===== src/rtl/pccm_pkg.sv =====
// pccm_pkg: shared types and constants for the per-channel charge mean block
// no dependencies
`timescale 1ns / 1ps

package pccm_pkg;

  localparam int CHANNELS  = 9728;
  localparam int ADDR_W    = $clog2(CHANNELS);
  localparam int CHAN_W    = 14;
  localparam int CHG_W     = 12;
  localparam int SUM_W     = 32;
  localparam int MEAN_W    = 16;
  localparam int FRAC_BITS = 4;
  localparam int DIVD_W    = SUM_W + FRAC_BITS;
  localparam int STEP_W    = $clog2(DIVD_W);

  typedef enum logic [0:0] {
    ACT_ACCUM = 1'b0,
    ACT_READ  = 1'b1
  } action_t;

  typedef enum logic [2:0] {
    ST_CLEAR,
    ST_IDLE,
    ST_FETCH,
    ST_DIV_GO,
    ST_DIV_WAIT,
    ST_EMIT
  } state_t;

  typedef enum logic [1:0] {
    SEL_HS,
    SEL_HL,
    SEL_LX
  } mean_sel_t;

  typedef struct packed {
    logic [SUM_W-1:0] hits;
    logic [SUM_W-1:0] sum_lx;
    logic [SUM_W-1:0] sum_hl;
    logic [SUM_W-1:0] sum_hs;
  } entry_t;

  typedef struct packed {
    logic              we;
    logic [ADDR_W-1:0] waddr;
    entry_t            wdata;
    logic              re;
    logic [ADDR_W-1:0] raddr;
  } ram_req_t;

  typedef struct packed {
    logic busy;
    logic done;
  } div_stat_t;

endpackage


===== src/rtl/pccm_div.sv =====
// pccm_div: shared restoring divider, one quotient bit per cycle, saturating result
// depends on pccm_pkg
`timescale 1ns / 1ps

module pccm_div (
  input  logic                        clk,
  input  logic                        rst,
  input  logic                        start,
  input  logic [pccm_pkg::DIVD_W-1:0] dividend,
  input  logic [pccm_pkg::SUM_W-1:0]  divisor,
  output pccm_pkg::div_stat_t         stat,
  output logic [pccm_pkg::MEAN_W-1:0] quot
);

  logic [pccm_pkg::SUM_W-1:0]  rem;
  logic [pccm_pkg::SUM_W-1:0]  dsor;
  logic [pccm_pkg::DIVD_W-1:0] qsh;
  logic [pccm_pkg::STEP_W-1:0] cnt;
  logic                        busy;
  logic                        done;

  logic [pccm_pkg::SUM_W:0]   trial;
  logic [pccm_pkg::SUM_W+1:0] diff;

  assign trial = {rem, qsh[pccm_pkg::DIVD_W-1]};
  assign diff  = {1'b0, trial} - {2'b00, dsor};

  always_ff @(posedge clk) begin
    if (rst) begin
      busy <= 1'b0;
      done <= 1'b0;
      cnt  <= '0;
    end else begin
      done <= 1'b0;
      if (start) begin
        busy <= 1'b1;
        cnt  <= pccm_pkg::STEP_W'(pccm_pkg::DIVD_W - 1);
      end else if (busy) begin
        cnt <= cnt - 1'b1;
        if (cnt == '0) begin
          busy <= 1'b0;
          done <= 1'b1;
        end
      end
    end
  end

  always_ff @(posedge clk) begin
    if (start) begin
      rem  <= '0;
      dsor <= divisor;
      qsh  <= dividend;
    end else if (busy) begin
      if (!diff[pccm_pkg::SUM_W+1]) begin
        rem <= diff[pccm_pkg::SUM_W-1:0];
        qsh <= {qsh[pccm_pkg::DIVD_W-2:0], 1'b1};
      end else begin
        rem <= trial[pccm_pkg::SUM_W-1:0];
        qsh <= {qsh[pccm_pkg::DIVD_W-2:0], 1'b0};
      end
    end
  end

  assign quot = (|qsh[pccm_pkg::DIVD_W-1:pccm_pkg::MEAN_W]) ? '1
              : qsh[pccm_pkg::MEAN_W-1:0];

  assign stat.busy = busy;
  assign stat.done = done;

endmodule


===== config.mk =====
export PLATFORM = sky130hd
export DESIGN_NAME = pccm_div
export DESIGN_NICKNAME = d
export VERILOG_FILES = /design/src/rtl/pccm_pkg.sv /design/src/rtl/pccm_div.sv
export SDC_FILE = /design/constraint.sdc
export NUM_CORES = 1
export LEC_CHECK = 0
export BUFFER_PORTS_ARGS = -buffer_cell sky130_fd_sc_hd__buf_4
export CORE_MARGIN = 3
export CORE_UTILIZATION = 45
export CTS_CLUSTER_DIAMETER = 80
export DETAILED_ROUTE_END_ITERATION = 16
export GPL_TIMING_DRIVEN = 1
export PLACE_DENSITY = 0.68
export SYNTH_ARGS = -nofsm -noshare
export SYNTH_HDL_FRONTEND = slang
export SYNTH_SLANG_ARGS = --single-unit

===== constraint.sdc =====
create_clock -name clk -period 2.7 [get_ports clk]
set_clock_uncertainty 0.1 [all_clocks]
set_input_delay 0.54 -clock clk [delete_from_list [all_inputs] [get_ports clk]]
set_output_delay 0.54 -clock clk [all_outputs]
set_load 0.005 [all_outputs]

==> summary.md <==
| Metric | Value |
|---|---|
| Outcome | complete, but fails checks |
| Failing checks | negative setup slack |
| Clock edge transition at the registers on the reported setup and hold paths | 70 ps |
| Crit-path max cell delay | 410 ps |
| Post-synthesis sequential area ratio | 0.451 |
| Distinct cells, synth | 68 |
| Worst-case setup slack after placement | -170 ps |
| Cell chain of the critical path | inv_2 -> ha_4 -> inv_2 -> fa_2 -> a21oi_2 -> o22ai_2 -> o31a_1 -> a21oi_2 -> o21ai_2 -> a41o_1 -> buf_6 -> xnor2_4 -> o31ai_2 |
| Final cycle utilization of the critical path | 1.05 |
| Number of antenna violations at the first check in global routing | 0 |
| Critical Path Slowest Stage Cell | sky130_fd_sc_hd__edfxtp_1 |
| Number of synthesized flops with an enable pin | 68 |
| Post-synthesis async set-or-reset flop share | 0 |
| Count of inserted antenna diode cells | 0 |
| Most common library cells after synthesis | sky130_fd_sc_hd__edfxtp_1, sky130_fd_sc_hd__nor2_1, sky130_fd_sc_hd__inv_1, sky130_fd_sc_hd__dfxtp_1, sky130_fd_sc_hd__nand2_1 |
| Average size of a mapped cell | about 10 sq um |
| Num CTS Buffers | 9 |
| Cell types occupying the most area after synthesis | sky130_fd_sc_hd__edfxtp_1, sky130_fd_sc_hd__dfxtp_1, sky130_fd_sc_hd__ha_1, sky130_fd_sc_hd__mux2_2, sky130_fd_sc_hd__mux2i_1 |
| Area growth syn-to-layout | 34.4% |
| Global-route wire length before repair | 24.7 mm |
| TritonCTS clock tree | yes |
| Row cnt | 42 |
| Vias in the first global route | 5,101 |
| Number of detailed-routing iterations run before antenna repair | 5 |
| Worst reg2reg path depth | 13 |
| Global routing usage on met2 | 0.333 |
| Latest clock arrival within the worst-skew pair | 350 ps |
| Clock period minus final worst setup slack | 2830 ps |
| Category of the worst setup path launch point | register |
| # port buffers | 88 |
| Final total power | 0.00426 W |
| Clock tree root buffer cell | sky130_fd_sc_hd__clkbuf_16 |
| VDD IR-drop max | 0.395 mV |
| Category of the worst setup path capture point | register |
| Dominant cell by count in the synthesized netlist | sky130_fd_sc_hd__edfxtp_1 |
| CTS H-tree depth | 3 |
| Maximum number of pins on one net before global-route repair | 60 |
| Post-Synthesis Cell Area | ~0.0063 sq mm |
| Drt first-iter violations | ~360 |
| DRT antenna net count | 0 |
| Post-route setup TNS | -1120 ps |
| Cells after Synth | 605 |
| Global router's overall resource usage | 0.193 |
| Via count | 5,143 |
| Fraction of final layout cells sized beyond drive strength 1 | 0.392 |
| Die area | around 0.015 sq mm |
| Final hold viol count | 0 |
| Max Clk Rate | 353 MHz |
| Area share of the leading cell type in the synthesized netlist | 0.324 |
| Height of the die | between 100 and 150 microns |
| TritonCTS sink count | between 100 and 150 |
| Worst Setup Slack, final | -132 ps |
| Power per unit of standard cell area | 502 mW/mm^2 |
| Placement Cell Area | 0.00757 sq mm |
| Instance count along the most critical hold path | 1 |
| Unrepaired setup endpoints after global routing | true |
| Fill cell instance count of the final layout | 1,084 |
| Worst rel slew slack | 0.467 |
| Global routing usage on met3 | 0.0446 |
| Worst Path Class, Setup | reg -> reg |
| Max-Cap Viols | 0 |
| Maximum fanout count along the critical path | 3 |
| Initial core utilization | 0.468 |
| Remaining design rule violation count | 0 |
| Leakage power summed over all cells | 3.46 nW |
| HP Class | in -> reg |
| Global placer's final weighted congestion | 0.931 |
| Slew @ Worst Pin | 798 ps |
| Yosys warning count | 0 |
| Max Slew Vio Count | 0 |
| Vias per Instance | 5.48 |
| Average wire per cell in the routed design | 17.4 microns |
| Deepest clock path buffer count | 2 |
| HPWL after detailed placement | 11.1 mm |
| Dominant synthesized flop cell | sky130_fd_sc_hd__edfxtp_1 |
| Placeable core region | 0.0135 sq mm |
| Global-route congestion overflow total | 0 |
| Library cell with the largest summed area after synthesis | sky130_fd_sc_hd__edfxtp_1 |
| Boundary Pins | 89 |
| Worst endpoint data arrival time | 3000 ps |
| Final setup violation count | 25 |
| Width of the chip | 124 microns |
| Synth Register Bits | ~110 |
| Post-synth net total | slightly above 700 |
| Routed wire length | 16.3 mm |
| Busiest grt layer | met2 |
| Worst endpoint required time | around 2900 ps |
| Final standard cell area without fillers | 0.00847 sq mm |
| # nets final | 863 |
| Fraction of met1 tracks used by global routing | 0.244 |
-- critical path: cells and delay by family, from the launching register on --
kind | cells | cell delay, ps
buffers and inverters | 3 | 270
AO/OA/AOI/OAI | 7 | 1360
adder cells (fa/ha/maj) | 2 | 480
XOR/XNOR | 1 | 120
flip-flops | 1 | 410
-- stage by stage --
step	cells	hold WS [ps]	util
global placement	904	358	0.563
floorplan	605	347	-
global route	938	239	0.630
finish	938	257	0.630
CTS	922	243	0.592
detailed placement	904	380	0.563
-- cell usage in the layout (no fill, tap or decap), types with 3 or more instances in the layout --
| master | instances |
|---|---|
| sky130_fd_sc_hd__nor2b_1 | 5 |
| sky130_fd_sc_hd__and3_1 | 3 |
| sky130_fd_sc_hd__mux2i_2 | 4 |
| sky130_fd_sc_hd__nor4_1 | 3 |
| sky130_fd_sc_hd__a211o_1 | 3 |
| sky130_fd_sc_hd__o31ai_1 | 4 |
| sky130_fd_sc_hd__nor2_1 | 49 |
| sky130_fd_sc_hd__inv_1 | 39 |
| sky130_fd_sc_hd__a21o_1 | 14 |
| sky130_fd_sc_hd__buf_4 | 159 |
| sky130_fd_sc_hd__ha_1 | 27 |
| sky130_fd_sc_hd__nand4_1 | 4 |
| sky130_fd_sc_hd__clkbuf_16 | 11 |
| sky130_fd_sc_hd__a21oi_4 | 3 |
| sky130_fd_sc_hd__nand2_1 | 37 |
| sky130_fd_sc_hd__a211oi_1 | 10 |
| sky130_fd_sc_hd__inv_2 | 5 |
| sky130_fd_sc_hd__xor2_1 | 9 |
| sky130_fd_sc_hd__buf_12 | 3 |
| sky130_fd_sc_hd__ha_4 | 6 |
| sky130_fd_sc_hd__clkinvlp_4 | 3 |
| sky130_fd_sc_hd__xnor2_1 | 19 |
| sky130_fd_sc_hd__a32oi_1 | 5 |
| sky130_fd_sc_hd__dfxtp_1 | 40 |
| sky130_fd_sc_hd__o21ai_4 | 3 |
| sky130_fd_sc_hd__a211oi_2 | 7 |
| sky130_fd_sc_hd__a21oi_1 | 20 |
| sky130_fd_sc_hd__nor3_1 | 11 |
| sky130_fd_sc_hd__buf_6 | 9 |
| sky130_fd_sc_hd__mux2_2 | 36 |
| sky130_fd_sc_hd__mux2i_1 | 20 |
| sky130_fd_sc_hd__edfxtp_1 | 68 |
| sky130_fd_sc_hd__or3_1 | 15 |
| sky130_fd_sc_hd__o21bai_1 | 3 |
| sky130_fd_sc_hd__nand3_1 | 12 |
| sky130_fd_sc_hd__o21ai_0 | 15 |
| sky130_fd_sc_hd__a21oi_2 | 8 |
| sky130_fd_sc_hd__o21ai_1 | 9 |
-- routing by layer --
layer	part of all wire	routed length, microns	vias to the layer above
met5	0	0	-
met4	0.022	359	0
met3	0.046	756	34
met2	0.50	8230	126
met1	0.43	6980	2471
li1	-	-	2512
-- worst paths after layout --
kind	from	end	slack (ps)
setup reg to reg	qsh[35]	rem[22]	-130
hold reg to reg	rem[19]	rem[19]	370
setup / recovery	qsh[35]	rem[22]	-130
hold / removal	divisor[28]	dsor[28]	260
-- cell families after synthesis --
group / after synthesis / synth area share
DFF: 108 / 0.451
xor gates and xnor gates: 31 / 0.0431
and+or+nand+nor: 159 / 0.127
buffers and inverters: 77 / 0.0530
adders and majority gates: 35 / 0.0707
AOI/OAI and AO/OA: 133 / 0.149
muxes: 62 / 0.106
-- report_power, final --
| part | switching [W] | internal [W] | total [W] |
|---|---|---|---|
| clock network | 0.000609 | 0.000625 | 0.00123 |
| logic | 0.000527 | 0.000515 | 0.00104 |
| registers | 0.0000786 | 0.00190 | 0.00198 |
| total | 0.00121 | 0.00304 | 0.00426 |
-- registers in the layout, indices dropped and copies added (netlist names) --
register and count:
busy 1, cnt 6, done 1, dsor 32, qsh 36, rem 32
-- cell type report --
type                            count  area (sq um)  share of cell area
Clock buffer                       10           229              0.0270
Clock inverter                      6          41.3             0.00487
Tap cell                          176           220              0.0260
Timing Repair Buffer              173          1410               0.166
Sequential cell                   108          2840               0.336
Multi-Input combinational cell    421          3570               0.421
Inverter                           44           165              0.0195
-- repair_timing --
item / 4_1_cts / 5_1_grt
buffers inserted: 2 / 15
gates cloned: 0 / 4
pin swaps: 12 / 43
gates resized for setup: 23 / 71
hold buffers: 0 / 0
endpoints found under the setup margin: 45 / 49
(Power assumes the default switching activity.)
